[config.mk]
export PLATFORM = sky130hd
export DESIGN_NAME = bmde_ram
export DESIGN_NICKNAME = d
export VERILOG_FILES = /design/src/hw/rtl/bmde_ram.sv
export SDC_FILE = /design/constraint.sdc
export NUM_CORES = 2
export LEC_CHECK = 0
export ABC_CLOCK_PERIOD_IN_PS = 8300
export BUFFER_PORTS_ARGS = -buffer_cell sky130_fd_sc_hd__buf_4
export CORE_MARGIN = 5
export CORE_UTILIZATION = 30
export CTS_CLUSTER_SIZE = 24
export DETAILED_ROUTE_END_ITERATION = 8
export GPL_ROUTABILITY_DRIVEN = 0
export PLACE_DENSITY = 0.56
export SLEW_MARGIN = 20
export SYNTH_ARGS = -nofsm -noshare
export SYNTH_HDL_FRONTEND = slang
export SYNTH_SLANG_ARGS = --single-unit
[constraint.sdc]
create_clock -name clk -period 8.3 [get_ports clk]
set_clock_uncertainty 0.05 [all_clocks]
set_input_delay 1.66 -clock clk [delete_from_list [all_inputs] [get_ports clk]]
set_output_delay 1.66 -clock clk [all_outputs]
set_load 0.02 [all_outputs]
[src/hw/rtl/bmde_ram.sv]
module bmde_ram #(
    parameter int WIDTH = 4,
    parameter int DEPTH = 1024
) (
    input  logic                     clk,
    input  logic                     wr_en,
    input  logic [$clog2(DEPTH)-1:0] wr_addr,
    input  logic [WIDTH-1:0]         wr_data,
    input  logic                     rd_en,
    input  logic [$clog2(DEPTH)-1:0] rd_addr,
    output logic [WIDTH-1:0]         rd_data
);

    logic [WIDTH-1:0] mem_reg [DEPTH];
    logic [WIDTH-1:0] rd_data_reg;

    always_ff @(posedge clk)
    begin
        if (wr_en)
        begin
            mem_reg[wr_addr] <= wr_data;
        end
        if (rd_en)
        begin
            rd_data_reg <= mem_reg[rd_addr];
        end
    end

    assign rd_data = rd_data_reg;

endmodule

# --- Word level (Yosys, flattened, before mapping) ---
# Memory sizes are Yosys's and may differ from the RTL's. A register that Yosys moved wholly into a read port is not among the register bits.
# Cells that the tools add are included.
word_totals:
  ff_bits: 0
  latchBits: 0
  mem_bits_rw: 4096
  rom_bits: 0
  elab_cells: 3
  mem_count: 1
memory_table:
  columns: ["name", "depth", "width", "read_ports", "rd_clocked_by_memory_dff", "wr", "line_no", "text"]
  rows:
  - ["mem_reg", 1024, 4, 1, 1, 1, "14", "logic [WIDTH-1:0] mem_reg [DEPTH];"]
classes:
  n_addsub: 0
  n_mul: 0
  div: 0
  n_lt_le_gt_ge: 0
  n_eq_ne: 0
  shifts: 0
  n_mux: 2
  bitwise: 0
  reduce_logical: 0
op_table:
  columns: ["cell", "n"]
  rows:
  - ["1-bit 2-to-1 mux", 2]

# --- Logic depth before layout (Yosys ltp) ---
depth:
  ltp_word: 2
  depth_mapped: 17
  mapped_depth_nobuf: 8

# --- Worst setup path before layout ---
# No wires, ideal clock.
synth_timing:
  kind: "in2reg"
  from: "input port rd_addr[0]"
  to: "register rd_data_reg[2], in the netlist rd_data[2], read port of mem_reg, data pin"
  arrival_time_ns: 4.112
  t_required_ns: 7.982
  setup_slack_ns: 3.869
  cell_stages: 12
  path_cell_list: "buf_6 -> buf_6 -> buf_6 -> buf_4 -> buf_2 -> mux4_2 -> a22oi_1 -> a21oi_1 -> nor4_1 -> a211oi_1 -> o41ai_1 -> nand4_1"
synth_rtl:
  columns: ["element", "line_no", "text"]
  rows:
  - ["start, declared", "10", "input logic [$clog2(DEPTH)-1:0] rd_addr,"]
  - ["end, declared", "15", "logic [WIDTH-1:0] rd_data_reg;"]

==> impl_metrics.yaml <==
cts:
  cts_setup_buffers: 0
  clk_pin_slew_ns: 0.07
  cts_buffers: 420
  clock_path_buffers: 4
  cts_hold_buf: 0
  clock_latency_ns: 1.01
  root_buffer: "clkbuf_16"
  htree_num_levels: 5
  cts_tree: "yes"
  post_cts_resized: 0
  cts.sinks: 4100
critical_path:
  cp-start-kind: "input port"
  crit_required_ns: 8.93
  cp_num_buf_inv: 3
  cpPeakStageDelay_ns: 0.76
  path_max_fanout: 82
  slowest_stage: "a41oi_1"
  r2r-start: "mem_reg[974][0]$_DFFE_PP_"
  r2r_slack_ns: 4.29
  criticalPathCategory: "input port to register"
  worstPathCellList: "buf_16 -> buf_12 -> mux4_2 -> mux4_2 -> nand2_1 -> nand3_1 -> a41oi_1 -> buf_4 -> nor4_1 -> o211ai_1 -> nand4_1"
  critPathTopFamily: "buffers and inverters"
  critPathMostFrequentCell: "mux4_2"
  ff2ff_path_depth: 9
  end_kind: "register"
  worst_ep_arrival_time_ns: 6.30
  reg2reg_to: "rd_data[0]$_DFFE_PP_"
timing:
  tns_ns: 0
  setup_violations: 0
  relSlewSlack_pct: 15.9
  rsz0062_at_grt: "false"
  drv_slew: 0
  fin_crit_sh_pct: 68.4
  clock.fmax_mhz: 176
  hold_viol: 0
  fin_crit_ns: 5.67
  worstMarginPinSlew_ns: 1.26
power_and_ir_drop:
  cellPowerDensity_mw_per_mm2: 236
  leakage_nw: 55.8
  power_frac_comb_pct: 5.0
  p_seq_share_pct: 52.2
  ir_worst_vdd_mv: 0.207
  p_clk_share_pct: 42.8
  p_sw_w: 0.00945
  p_int_w: 0.0342
  sw_frac_of_total_pct: 21.6
synth:
  ys_async_sr_fraction_pct: 0
  synthCells: 8290
  synth_cell_types: 75
  synth_edf_count: 4100
  synth_warnings: 0
  synth.net_count: 8317
  synth-main-ff-cell: "edfxtp_1"
  ys_ff_latch: 4100
  syn-cell-area_mm2: 0.162
  seq_area_frac_synth_pct: 75.9
  synth_area_per_cell_um2: 19.6
floorplan:
  die_width_um: 745
  io_pins: 31
  die_h_um: 745
  dieArea_mm2: 0.555
  coreArea_mm2: 0.540
  start_util_pct: 30.0
  num_rows: 270
flow_run:
  drv_cap: 0
placement:
  dpl.hpwl_mm: 282
  port_buffers: 30
final_layout:
  multi_input_area_mm2: 0.0364
  fin_nets: 8413
  syn_to_final_growth_pct: 14.0
  nFillCells: 50300
  largest_reg_flops: 4096
  fin_util_pct: 34.2
  seqCellArea_mm2: 0.123
  drive_gt1_share_pct: 21.2
detailed_routing:
  drtAntennaViolNets: 0
  routed_wirelength_mm: 475
  avgRoutedWirePerCell_um: 29.8
  drt-vias-per-instance: 5.28
  first_pass_iters: 6
  drtIter0Drc: 11100
  vias: 84300
  drc_errors: 0
min_path:
  min_to: "rd_data[1]$_DFFE_PP_"
  hp-start: "rd_en"
  min_path_type: "input port to register"
  hold-path-cell-count: 1
global_route:
  grt_pass1_vias: 85000
  grt_max_degree: 226
  grt_use_total_pct: 16.7
  overflow: 0
  antenna_found_initial: 49
  grt_pass1_wl_mm: 665
status:
  outcome: "completed"
how the worst max path moves through the flow:
| stage | startpoint | endpoint | slack [ns] | depth (start not counted) |
|---|---|---|---|---|
| 2_1_floorplan | rd_addr[0] | rd_data[2]$_DFFE_PP_ | 3.87 | 12 |
| 3_3_place_gp | rd_addr[0] | rd_data[2]$_DFFE_PP_ | 1.60 | 9 |
| 3_5_place_dp | rd_addr[0] | rd_data[0]$_DFFE_PP_ | 1.60 | 11 |
| 4_1_cts | rd_addr[0] | rd_data[0]$_DFFE_PP_ | 2.67 | 11 |
| 5_1_grt | rd_addr[0] | rd_data[0]$_DFFE_PP_ | 2.63 | 11 |
| 6_report | rd_addr[0] | rd_data[0]$_DFFE_PP_ | 2.63 | 11 |
metal layers:
| layer | up-vias | global-route usage (%) | wire, um |
|---|---|---|---|
| met2 | 4454 | 26.7 | 225000 |
| met1 | 44800 | 22.6 | 187000 |
| met4 | 20 | 6.01 | 18000 |
| met5 | - | 0 | 131 |
| li1 | 34200 | - | - |
| met3 | 807 | 3.37 | 45600 |
cells in the mapped netlist, types with 13 or more instances:
master / instances / area (um2)
a21oi_1: 129 / 646
nand3_1: 62 / 310
buf_2: 64 / 320
nand2_1: 166 / 623
nor2b_1: 15 / 93.8
edfxtp_1: 4100 / 123000
nor3_1: 100 / 500
a211oi_1: 13 / 97.6
a221oi_1: 29 / 254
nor2_1: 1103 / 4140
buf_4: 60 / 450
mux2_2: 23 / 259
buf_6: 81 / 912
o22ai_1: 89 / 557
clkbuf_1: 300 / 1130
o221ai_1: 168 / 1470
buf_1: 84 / 315
nor4_1: 21 / 131
mux4_2: 875 / 19700
mux2i_1: 461 / 4610
o21ai_0: 66 / 330
a22oi_1: 80 / 601
logic make-up after synthesis:
logic type / share of synthesized area [%]
muxes: 15.2
AOI/OAI and AO/OA: 2.96
DFF: 75.9
and+or+nand+nor: 3.99
buffers and inverters: 1.96
cells in the final DEF, fill, tap and decap left out, types with 12 or more instances in the layout:
cell type	instances
nor4_1	18
and3_1	12
mux2_2	23
nor3_1	97
edfxtp_1	4100
nand2_1	158
o21ai_0	65
a21oi_1	129
buf_4	207
diode_2	16
clkbuf_1	79
buf_12	46
o221ai_1	168
clkinv_2	87
a22oi_1	80
clkbuf_16	428
nor2_1	1096
a221oi_1	28
clkinvlp_4	22
mux2i_1	461
clkinv_1	90
mux4_2	875
nand3_4	24
o22ai_1	89
nand4_1	12
nand3_1	38
bufinv_16	41
power groups by stage:
stage                     Combinational, W  Clock [W]  Sequential, W
after CTS                          0.00219     0.0189         0.0228
after detailed placement           0.00218          0         0.0232
final                              0.00218     0.0187         0.0228
after floorplan                    0.00111          0         0.0232
after global placement             0.00215          0         0.0232
after global routing               0.00227     0.0198         0.0228
cell type report:
class                      count  area share [%]
sequential                  4100            66.6
antenna                       16          0.0217
clock buffer                 507            5.96
tap                         7208            4.88
clock inverter               264            1.37
inverter                       6          0.0196
multi-input combinational   3593            19.7
timing repair buffer         265            1.45
metrics by stage:
step           instance area (um2)  instances  worst slack (ns)  total power [W]  hold slack (ns)
6_report                    185000      16000              2.63           0.0437             1.02
2_1_floorplan               162000       8290              3.87           0.0244            0.830
3_5_place_dp                171000      15200              1.60           0.0254             1.06
4_1_cts                     185000      15900              2.67           0.0439            0.952
3_3_place_gp                171000      15200              1.60           0.0254             1.09
5_1_grt                     185000      15900              2.63           0.0449            0.998
(Power assumes the default switching activity.)
