==> src/hw/rtl/bmde_pkg.sv <==
package bmde_pkg;

    // The kernel grid is fixed by the layout of the mask register (bit row*5+col).
    localparam int KERNEL      = 5;
    localparam int TAPS        = KERNEL * KERNEL;
    localparam int TAP_IDX_W   = $clog2(TAPS);
    localparam int LINE_W      = KERNEL - 1;
    localparam int MAX_HEIGHT  = 1024;
    localparam int ROW_W       = 10;
    localparam int POS_W       = 10;
    localparam int DIM_W       = 11;
    localparam int KSZ_W       = 3;
    localparam int LAT_W       = 14;
    localparam int CFG_DATA_W  = 25;
    localparam int CFG_INDEX_W = 3;

    typedef enum logic [CFG_INDEX_W-1:0] {
        REG_KERNEL_MASK  = 3'd0,
        REG_KERNEL_ROWS  = 3'd1,
        REG_KERNEL_COLS  = 3'd2,
        REG_ANCHOR_ROW   = 3'd3,
        REG_ANCHOR_COL   = 3'd4,
        REG_OP_MODE      = 3'd5,
        REG_IMAGE_WIDTH  = 3'd6,
        REG_IMAGE_HEIGHT = 3'd7
    } cfg_reg_t;

    // Operation codes of the op_mode register.
    localparam logic OP_DILATE = 1'b0;
    localparam logic OP_ERODE  = 1'b1;

    // Window element [i][j]: i rows above and j columns left of the newest pixel.
    typedef logic [KERNEL-1:0][KERNEL-1:0] window_t;

    typedef struct packed {
        logic pixel_in;
        logic flush;
    } pix_item_t;

    typedef struct packed {
        logic             pixel_out;
        logic [POS_W-1:0] result_row;
        logic [POS_W-1:0] result_col;
        logic             frame_done;
    } res_item_t;

    // Configuration in the form the datapath uses: clamped sizes, the mask
    // mapped onto window coordinates and the fill latency.
    typedef struct packed {
        window_t          tap_mask;
        logic             op;
        logic [DIM_W-1:0] width;
        logic [DIM_W-1:0] height;
        logic [KSZ_W-1:0] row_off;
        logic [KSZ_W-1:0] col_off;
        logic [LAT_W-1:0] latency;
    } kernel_cfg_t;

endpackage

==> src/hw/rtl/bmde_eval.sv <==
module bmde_eval
    import bmde_pkg::*;
#(
    parameter int COL_W = 10
) (
    input  window_t          win,
    input  kernel_cfg_t      cfg,
    input  logic [ROW_W-1:0] row,
    input  logic [COL_W-1:0] col,
    output logic             pixel
);

    localparam int RS_W = DIM_W + 1;
    localparam int CS_W = ((COL_W > DIM_W) ? COL_W : DIM_W) + 1;

    logic [RS_W-1:0]   row_sum;
    logic [CS_W-1:0]   col_sum;
    logic [KERNEL-1:0] row_ok;
    logic [KERNEL-1:0] col_ok;
    window_t           in_image;
    window_t           active;
    logic              any_set;
    logic              all_set;
    logic              in_any;

    assign row_sum = RS_W'(row) + RS_W'(cfg.row_off);
    assign col_sum = CS_W'(col) + CS_W'(cfg.col_off);

    // A tap lies in the image when its row and its column both do; rows above
    // the image and columns that wrapped from the neighbouring row drop out here.
    always_comb
    begin
        for (int i = 0; i < KERNEL; i++)
        begin
            row_ok[i] = (row_sum >= RS_W'(i)) &&
                        ((row_sum - RS_W'(i)) < RS_W'(cfg.height));
            col_ok[i] = (col_sum >= CS_W'(i)) &&
                        ((col_sum - CS_W'(i)) < CS_W'(cfg.width));
        end
        for (int i = 0; i < KERNEL; i++)
        begin
            for (int j = 0; j < KERNEL; j++)
            begin
                in_image[i][j] = row_ok[i] & col_ok[j];
            end
        end
    end

    assign active  = cfg.tap_mask & in_image;
    assign in_any  = |active;
    assign any_set = |(active & win);
    assign all_set = ~|(active & ~win);

    assign pixel = (cfg.op == OP_ERODE) ? (in_any & all_set) : any_set;

endmodule

==> config.mk <==
export PLATFORM = sky130hd
export DESIGN_NAME = bmde_eval
export DESIGN_NICKNAME = d
export VERILOG_FILES = /design/src/hw/rtl/bmde_pkg.sv /design/src/hw/rtl/bmde_eval.sv
export SDC_FILE = /design/constraint.sdc
export NUM_CORES = 1
export LEC_CHECK = 0
export BUFFER_PORTS_ARGS = -buffer_cell sky130_fd_sc_hd__buf_2
export CAP_MARGIN = 40
export CORE_ASPECT_RATIO = 1.1
export CORE_MARGIN = 2
export CORE_UTILIZATION = 59
export DETAILED_ROUTE_END_ITERATION = 8
export PLACE_DENSITY = 0.88
export SLEW_MARGIN = 5
export SYNTH_ARGS = -nofsm -noshare
export SYNTH_HDL_FRONTEND = slang
export SYNTH_SLANG_ARGS = --single-unit
==> constraint.sdc <==
create_clock -name vclk -period 9.74
set_clock_uncertainty 0.15 [all_clocks]
set_input_delay 1.948 -clock vclk [all_inputs]
set_output_delay 1.948 -clock vclk [all_outputs]
set_load 0.03 [all_outputs]
---- After elaboration in Yosys (flattened, before gate mapping) ----
Cells that the tools add are included.
operators by class
  muxes and demuxes ....................... 1
  bitwise logic cells ..................... 30
  reductions and logical operators ........ 14
  $lt $le $gt $ge ......................... 20
  add/sub/neg operators ................... 10
operators with widths
  kind                     number
  $lt A12 B11 Y1           8
  $and A25 B25 Y25         3
  $reduce_or A25 Y1        3
  $sub A11 B2 Y12 const B  4
  $ge A11 B1 Y1 const B    4
  $ge A11 B2 Y1 const B    4
  $and A1 B1 Y1            26
  $not A25 Y25             1
  $sub A11 B1 Y12 const B  2
  $sub A11 B3 Y12 const B  2
  $add A10 B3 Y11          2
  $ge A11 B3 Y1 const B    2
  $lt A11 B11 Y1           2
  $logic_and A1 B1 Y1      10
  $logic_not A1 Y1         1
  $mux W1                  1
word-level totals
  input port bits ......................... 113
  output and inout bits ................... 1
  bits in registers ....................... 0
  logic and storage cells ................. 75

---- Logic depth before layout (Yosys ltp) ----
Gate-level depths: netlist (run 1).
  depth after elaboration ................. 11
  mapped depth ............................ 23
  depth with buffers taken out ............ 22

---- Least setup slack after synthesis (run 1) ----
Ideal clock, no wire load.
  path type ............................... input -> output
  from .................................... in cfg[18] (netlist bit)
  to ...................................... out pixel
  stages on the path ...................... 22
  arrival time ............................ 7,381 ps
  path buffers ............................ 1
  slack ................................... 261 ps
  cell sequence ........................... ha_1 a211oi_4 nor2_1 xnor2_1 ha_1 inv_1 nor3_1 nand3_1 nor4_1 nand2_1 xnor2_1 ha_1 o211ai_1 nor4_1 nor4_1 o31ai_1 or2_0 buf_2 nor4_1 or4_1 or4_1 o32ai_2
between the ends
  cells in the longest elaborated chain, start to end .. 11
ends and longest elaborated chain
  item                                     line             source
  from (decl)                              bmde_eval.sv:7   input kernel_cfg_t cfg,
  $add A10 B3 Y11 (*)                      bmde_eval.sv:26  assign row_sum = RS_W'(row) + RS_W'(cfg.row_off);
  $sub A11 B1 Y12 (tied with other cells)  bmde_eval.sv:36  ((row_sum - RS_W'(i)) < RS_W'(cfg.height));
  $lt A12 B11 Y1                           bmde_eval.sv:36
  $logic_and A1 B1 Y1                      bmde_eval.sv:35  row_ok[i] = (row_sum >= RS_W'(i)) &&
  $and A1 B1 Y1                            bmde_eval.sv:44  in_image[i][j] = row_ok[i] & col_ok[j];
  $and A25 B25 Y25 (*)                     bmde_eval.sv:49  assign active = cfg.tap_mask & in_image;
  $and A25 B25 Y25                         bmde_eval.sv:52  assign all_set = ~|(active & ~win);
  $reduce_or A25 Y1                        bmde_eval.sv:52
  $logic_not A1 Y1                         bmde_eval.sv:52
  $and A1 B1 Y1                            bmde_eval.sv:54  assign pixel = (cfg.op == OP_ERODE) ? (in_any & all_set) : any_set;
  $mux W1 (*)                              bmde_eval.sv:54
  to (decl)                                bmde_eval.sv:10  output logic pixel
Mark *: on every way between the ends. The rest lies on a longest branch, timed or not.

---- Final worst setup path (run 1) ----
  from .................................... in col[0]
  to ...................................... out pixel
between the ends
  cells in the longest elaborated chain, start to end .. 11
ends and longest elaborated chain
  item                                     line             source
  from (decl)                              bmde_eval.sv:9   input logic [COL_W-1:0] col,
  $add A10 B3 Y11 (*)                      bmde_eval.sv:27  assign col_sum = CS_W'(col) + CS_W'(cfg.col_off);
  $sub A11 B1 Y12 (tied with other cells)  bmde_eval.sv:38  ((col_sum - CS_W'(i)) < CS_W'(cfg.width));
  $lt A12 B11 Y1                           bmde_eval.sv:38
  $logic_and A1 B1 Y1                      bmde_eval.sv:37  col_ok[i] = (col_sum >= CS_W'(i)) &&
  $and A1 B1 Y1                            bmde_eval.sv:44
  $and A25 B25 Y25 (*)                     bmde_eval.sv:49
  $and A25 B25 Y25                         bmde_eval.sv:52
  $reduce_or A25 Y1                        bmde_eval.sv:52
  $logic_not A1 Y1                         bmde_eval.sv:52
  $and A1 B1 Y1                            bmde_eval.sv:54
  $mux W1 (*)                              bmde_eval.sv:54
Marks and branches as above.

==> impl_summary.txt, run 1 <==
----------------------------------------------------
[Routing]
  Antenna-violating nets left ... 0
  Violation count after the first detailed-route iteration ... 440
  DR pass1 iterations ... 5
  Number of design rule violations left after detail routing ... 0
  Wire length per cell after detailed routing ... 17.5 um
  Via Count ... 5906
  Routed wire length ... 16300 um
  Vias per Instance ... 6.37

[Worst setup path]
  Highest net fanout along the worst path ... 6
  Critical Path End Type ... output pin
  Largest stage delay, worst path ... around 0.53 ns
  Class of the most critical setup path ... input port to output pin
  Crit path DAT ... 7.32 ns
  Kind of start point of the critical path ... input port
  Cell type of the slowest stage on the worst timing path ... sky130_fd_sc_hd__or4_1
  List of cells traversed by the critical path ... buf_2 -> ha_1 -> inv_1 -> fa_1 -> nor2b_1 -> o21ai_1 -> nor3b_1 -> o21a_1 -> nand2_1 -> nor2_1 -> xnor2_1 -> ha_1 -> o21a_1 -> o211ai_1 -> a2111oi_0 -> nor3_1 -> o31ai_1 -> nor4b_1 -> a2111o_1 -> or4_1 -> o32ai_2 -> buf_2
  Critical Path RT ... 7.64 ns

[Cells and area]
  Design Area, Final ... about 6000 um2
  FF+latch count ... 0
  Core Util, Final ... 0.691
  FILL cells ... 717
  Layout Area Growth over Synthesis ... 14.7%
  Nets@finish ... around 1100
  Antenna Cells ... 0
  Number of clock buffers in the layout ... 0
  Register area ... 0 um2
  Ratio of cells with drive above 1 in the final layout ... 0.199

[Floorplan]
  Die W ... 94.3 um
  Overall die area ... 9750 um2
  DIE HEIGHT ... about 100 um
  Total number of placement rows ... 36
  Total core area ... 8780 um2
  Boundary Pins ... 114
  Starting density of the core ... 0.603

[Placement]
  Cell area after placement ... 6040 um2
  Final weighted congestion in routability-driven placement ... 1.02
  HPWL after DPL ... 13900 um
  Port-buffer cells ... 100

[STA]
  Final Slew Violations ... 0
  Max frequency ... 106 MHz
  Final count of hold timing violations ... 0
  Final critical path time including I/O delays and setup ... 9.42 ns
  Final worst path period share ... 0.967
  Tightest slew margin relative to the limit ... 0.416
  Final count of negative-setup-slack endpoints ... 0
  Slew at the pin closest to its max-slew limit ... a little under 0.9 ns

[Synthesis]
  Cell taking the most area after synthesis ... sky130_fd_sc_hd__ha_1
  Top cells by instance count after synthesis ... sky130_fd_sc_hd__ha_1, sky130_fd_sc_hd__xnor2_1, sky130_fd_sc_hd__inv_1, sky130_fd_sc_hd__nand2_1, sky130_fd_sc_hd__nand3_1
  Cell with the most instances after synthesis ... sky130_fd_sc_hd__ha_1
  Share of the yosys chip area belonging to registers ... 0
  Net count after synthesis ... 939
  Mean post-synth cell area ... 7.54 um2
  Cell count after synthesis ... 702
  Cell variety after synth ... 83
  Netlist area before placement ... 5300 um2
  Most area-consuming cells after synthesis ... sky130_fd_sc_hd__ha_1, sky130_fd_sc_hd__xnor2_1, sky130_fd_sc_hd__inv_1, sky130_fd_sc_hd__nand2_1, sky130_fd_sc_hd__nand3_1
  Top cell type's share of synthesized area ... 0.288
  Synth Warn # ... 0

[GRT]
  Global-route wire length before repair ... roughly 25000 um
  Number of antenna violations at the first check in global routing ... 0
  Aggregate global routing overflow ... 0
  Pin count of the biggest net entering global routing ... 14
  Number of global-route vias before repair ... 5572
  Global-route total usage across every layer ... 0.320

[Pwr]
  Maximum resistive drop on vdd ... 49.3 uV
  Power density over the cells ... 70.1 nW/um2
  Leakage Power ... 2.84 nW
  Pwr Total ... 0.000426 W

[Job]
  Max-capacitance violation count ... 0

[Hold path]
  Class of the tightest hold or removal check ... input port to output pin

[Outcome]
  Result of the run ... completed

----------------------------------------------------
## where the power goes
group	switching (W)	total, W	internal (W)
logic	0.000244	0.000426	0.000182
clock network	0	0	0
registers	0	0	0
total	0.000244	0.000426	0.000182
## layout make-up
type	count	area, um2	area share
inverters	70	263	0.0433
multi-input cells	617	4970	0.819
repair buffers	126	696	0.115
well taps	114	143	0.0235
## metrics by stage
step,worst slack [ns],hold WS [ns],cells,setup TNS [ns]
floorplan,0.261,3.87,702,0
finish,0.320,4.09,927,0
CTS,0.194,4.09,926,0
global placement,0.286,4.09,924,0
detailed placement,0.217,4.09,926,0
global route,-0.0598,4.10,927,-0.0598
## layout by cell type (no fill, tap or decap), drive strengths merged, types with 11 or more instances in the layout
cell and instances:
nor2 29, xnor2 72, nand2 65, and3 11, ha 122, inv 68
buf 126, o31ai 11, a21oi 25, nand3 32, nor3 25, o21ai 28
## logic make-up after synthesis
family                   after synthesis  share of synthesized area
AND/OR/NAND/NOR                      231                      0.233
multiplexers                           1                    0.00189
adder cells (fa/ha/maj)              124                      0.296
XOR/XNOR                              80                      0.142
AO/OA/AOI/OAI                        181                      0.263
buffers and inverters                 85                     0.0650
## worst paths after layout
kind | start | end | slack [ns] | cells after the start
worst max-delay path | col[0] | pixel | 0.32 | 22
worst min-delay path | cfg[42] | pixel | 4.09 | 3
## metal layers
metal,up-vias,GRT usage,part of all wire
met5,-,0,0
met4,0,0.114,0.039
met3,53,0.0217,0.055
met2,235,0.628,0.52
met1,2759,0.362,0.38
li1,2859,-,-
## critical path: cells and delay by family
family / cells / cell delay, ns
AND/OR/NAND/NOR: 7 / 1.78
XOR/XNOR: 1 / 0.14
adder cells (fa/ha/maj): 3 / 0.95
buffers and inverters: 3 / 0.40
AO/OA/AOI/OAI: 8 / 2.09
## what timing repair did
action | 4_1_cts | 5_1_grt
hold buffers | 0 | 0
resized for setup | 0 | 6
setup endpoints to repair | 0 | 1
buffers inserted | 0 | 1
Note: power is estimated with default switching activity, not from simulation.
==> inputs of run 2 (changes only) <==
Clock period 9.74 ns to 9.2 ns, I/O delays scaled along.
==> impl_summary.txt, run 2 (synthesized netlist as in run 1, its figures left out) <==
----------------------------------------------------
[GRT]
  Global-route total usage across every layer ... 0.340 (+0.0205)
  Number of global-route vias before repair ... 5874 (+5.4%)
  Pin count of the biggest net entering global routing ... 14 (unchanged)
  Global-route wire length before repair ... 26800 um (+5.2%)
  Aggregate global routing overflow ... 0 (unchanged)
  Number of antenna violations at the first check in global routing ... 0 (unchanged)

[Pwr]
  Maximum resistive drop on vdd ... 57.3 uV (+16%)
  Power density over the cells ... 76.0 nW/um2 (+8.4%)
  Pwr Total ... 0.000476 W (+12%)
  Leakage Power ... 2.92 nW (+3.1%)

[Placement]
  Final weighted congestion in routability-driven placement ... 1.01 (-0.79%)
  Port-buffer cells ... 100 (unchanged)
  HPWL after DPL ... 14700 um (+5.6%)
  Worst setup timing slack at the placement stage ... -0.0268 ns (-0.244 ns)

[Cells and area]
  Layout Area Growth over Synthesis ... 18.1%
  Ratio of cells with drive above 1 in the final layout ... 0.223 (+0.0242)
  Number of clock buffers in the layout ... 0 (unchanged)
  Most common cell after layout, fill and taps aside ... sky130_fd_sc_hd__ha_1
  Core Util, Final ... 0.712 (+0.0207)
  FF+latch count ... 0 (unchanged)
  FILL cells ... 710 (-0.98%)
  Register area ... 0 um2 (unchanged)
  Nets@finish ... 1067 (+1.4%)
  Most frequent cells in the layout ... sky130_fd_sc_hd__ha_1, sky130_fd_sc_hd__buf_2, sky130_fd_sc_hd__xnor2_1

[Routing]
  Vias per Instance ... 6.44 (+1.0%)
  Violation count after the first detailed-route iteration ... 428 (-2.7%)
  Antenna-violating nets left ... 0 (unchanged)
  Wire length per cell after detailed routing ... 18.4 um (+5.0%)
  Number of design rule violations left after detail routing ... 0 (unchanged)
  Via Count ... 6070 (+2.8%)
  DR pass1 iterations ... 7 (+2)
  Routed wire length ... 17400 um (+6.8%)

[STA]
  Summed negative setup slack over all endpoints ... 0 ns (unchanged)
  Final critical path time including I/O delays and setup ... 8.98 ns
  Final count of negative-setup-slack endpoints ... 0 (unchanged)
  Worst hold-check slack ... 3.89 ns (-0.196 ns)
  Slew at the pin closest to its max-slew limit ... 0.802 ns (-0.0667 ns)
  Max frequency ... 111 MHz
  Final worst path period share ... 0.976
  Tightest slew margin relative to the limit ... 0.461 (+0.0448)
  Final Slew Violations ... 0 (unchanged)
  Final count of hold timing violations ... 0 (unchanged)
  Worst setup margin ... 0.220 ns (-0.100 ns)

[Floorplan]
  Starting density of the core ... 0.603 (unchanged)
  Total number of placement rows ... 36 (unchanged)
  Overall die area ... 9750 um2 (unchanged)
  DIE HEIGHT ... 103 um (unchanged)
  Boundary Pins ... 114 (unchanged)
  Total core area ... 8780 um2 (unchanged)
  Die W ... 94.3 um (unchanged)

[Worst setup path]
  Kind of start point of the critical path ... input port
  Critical Path Most Common Cell ... sky130_fd_sc_hd__ha_1
  Largest stage delay, worst path ... 0.53 ns (about the same)
  Highest net fanout along the worst path ... 4 (-2)
  Crit path DAT ... 6.99 ns (-0.33 ns)
  Critical Path RT ... 7.21 ns (-0.43 ns)
  Cell type of the slowest stage on the worst timing path ... sky130_fd_sc_hd__or4_1
  Critical Path End Type ... output pin
  List of cells traversed by the critical path ... buf_2 -> ha_1 -> a211oi_4 -> nor2_1 -> xnor2_1 -> ha_1 -> inv_1 -> nor3_4 -> nand3_2 -> buf_4 -> nor2_2 -> xnor2_1 -> ha_1 -> and3_1 -> o2111ai_1 -> a21oi_2 -> a2111oi_0 -> o21bai_1 -> nor2_1 -> and4b_1 -> or4_1 -> or4_1 -> o32ai_4 -> buf_6
  Class of the most critical setup path ... input port to output pin

[Clocking]
  Number of buffers inserted for hold repair after clock tree synthesis ... 0 (unchanged)

[Outcome]
  Result of the run ... completed

[Hold path]
  Class of the tightest hold or removal check ... input port to output pin

[Job]
  Max-capacitance violation count ... 0 (unchanged)

----------------------------------------------------
-- run 2: cell count changes in the layout (fill, tap and decap cells not counted), sizes merged --
cell   previous run  this run
diode             0         1
buf             126       141
-- run 2: layout make-up --
type / count / area (um2) / area share
multi-input combinational: 617 / 5030 / 0.805
tap: 114 / 143 / 0.0228
antenna: 1 / 2.50 / 0.000400
inverter: 70 / 263 / 0.0420
timing repair buffer: 141 / 815 / 0.130
-- run 2: stage by stage --
step                      instance area [um2]  std cells
after floorplan                          5310        702
after global placement                   6140        937
after detailed placement                 6150        939
after CTS                                6150        939
after global routing                     6250        942
final                                    6250        943
-- run 2: final timing paths --
kind / cells past startpoint / endpoint / start
max: 24 / pixel / cfg[18]
min: 3 / pixel / cfg[42]
-- run 2: routing by layer --
layer	track usage	share of wire	vias up
met5	0	0	-
met2	0.642	0.51	309
met3	0.0290	0.063	79
li1	-	-	2880
met4	0.174	0.056	0
met1	0.382	0.37	2802
-- run 2: critical path, delay by kind of cell --
kind                     cells  cell delay, ns
adder cells (fa/ha/maj)      3            0.89
buffers and inverters        4            0.58
XOR/XNOR                     2            0.33
AND/OR/NAND/NOR              9            2.09
AO/OA/AOI/OAI                6            1.27
-- run 2: power by group --
part | internal (W) | switching, W
logic | 0.000204 | 0.000271
registers | 0 | 0
clock network | 0.0000000000145 | 0
total | 0.000204 | 0.000271
-- run 2: timing repair --
action                                  CTS  global route
pin swaps                                 0             5
setup buffers                             0             3
endpoints found under the setup margin    1             1
resized for setup                         1            19
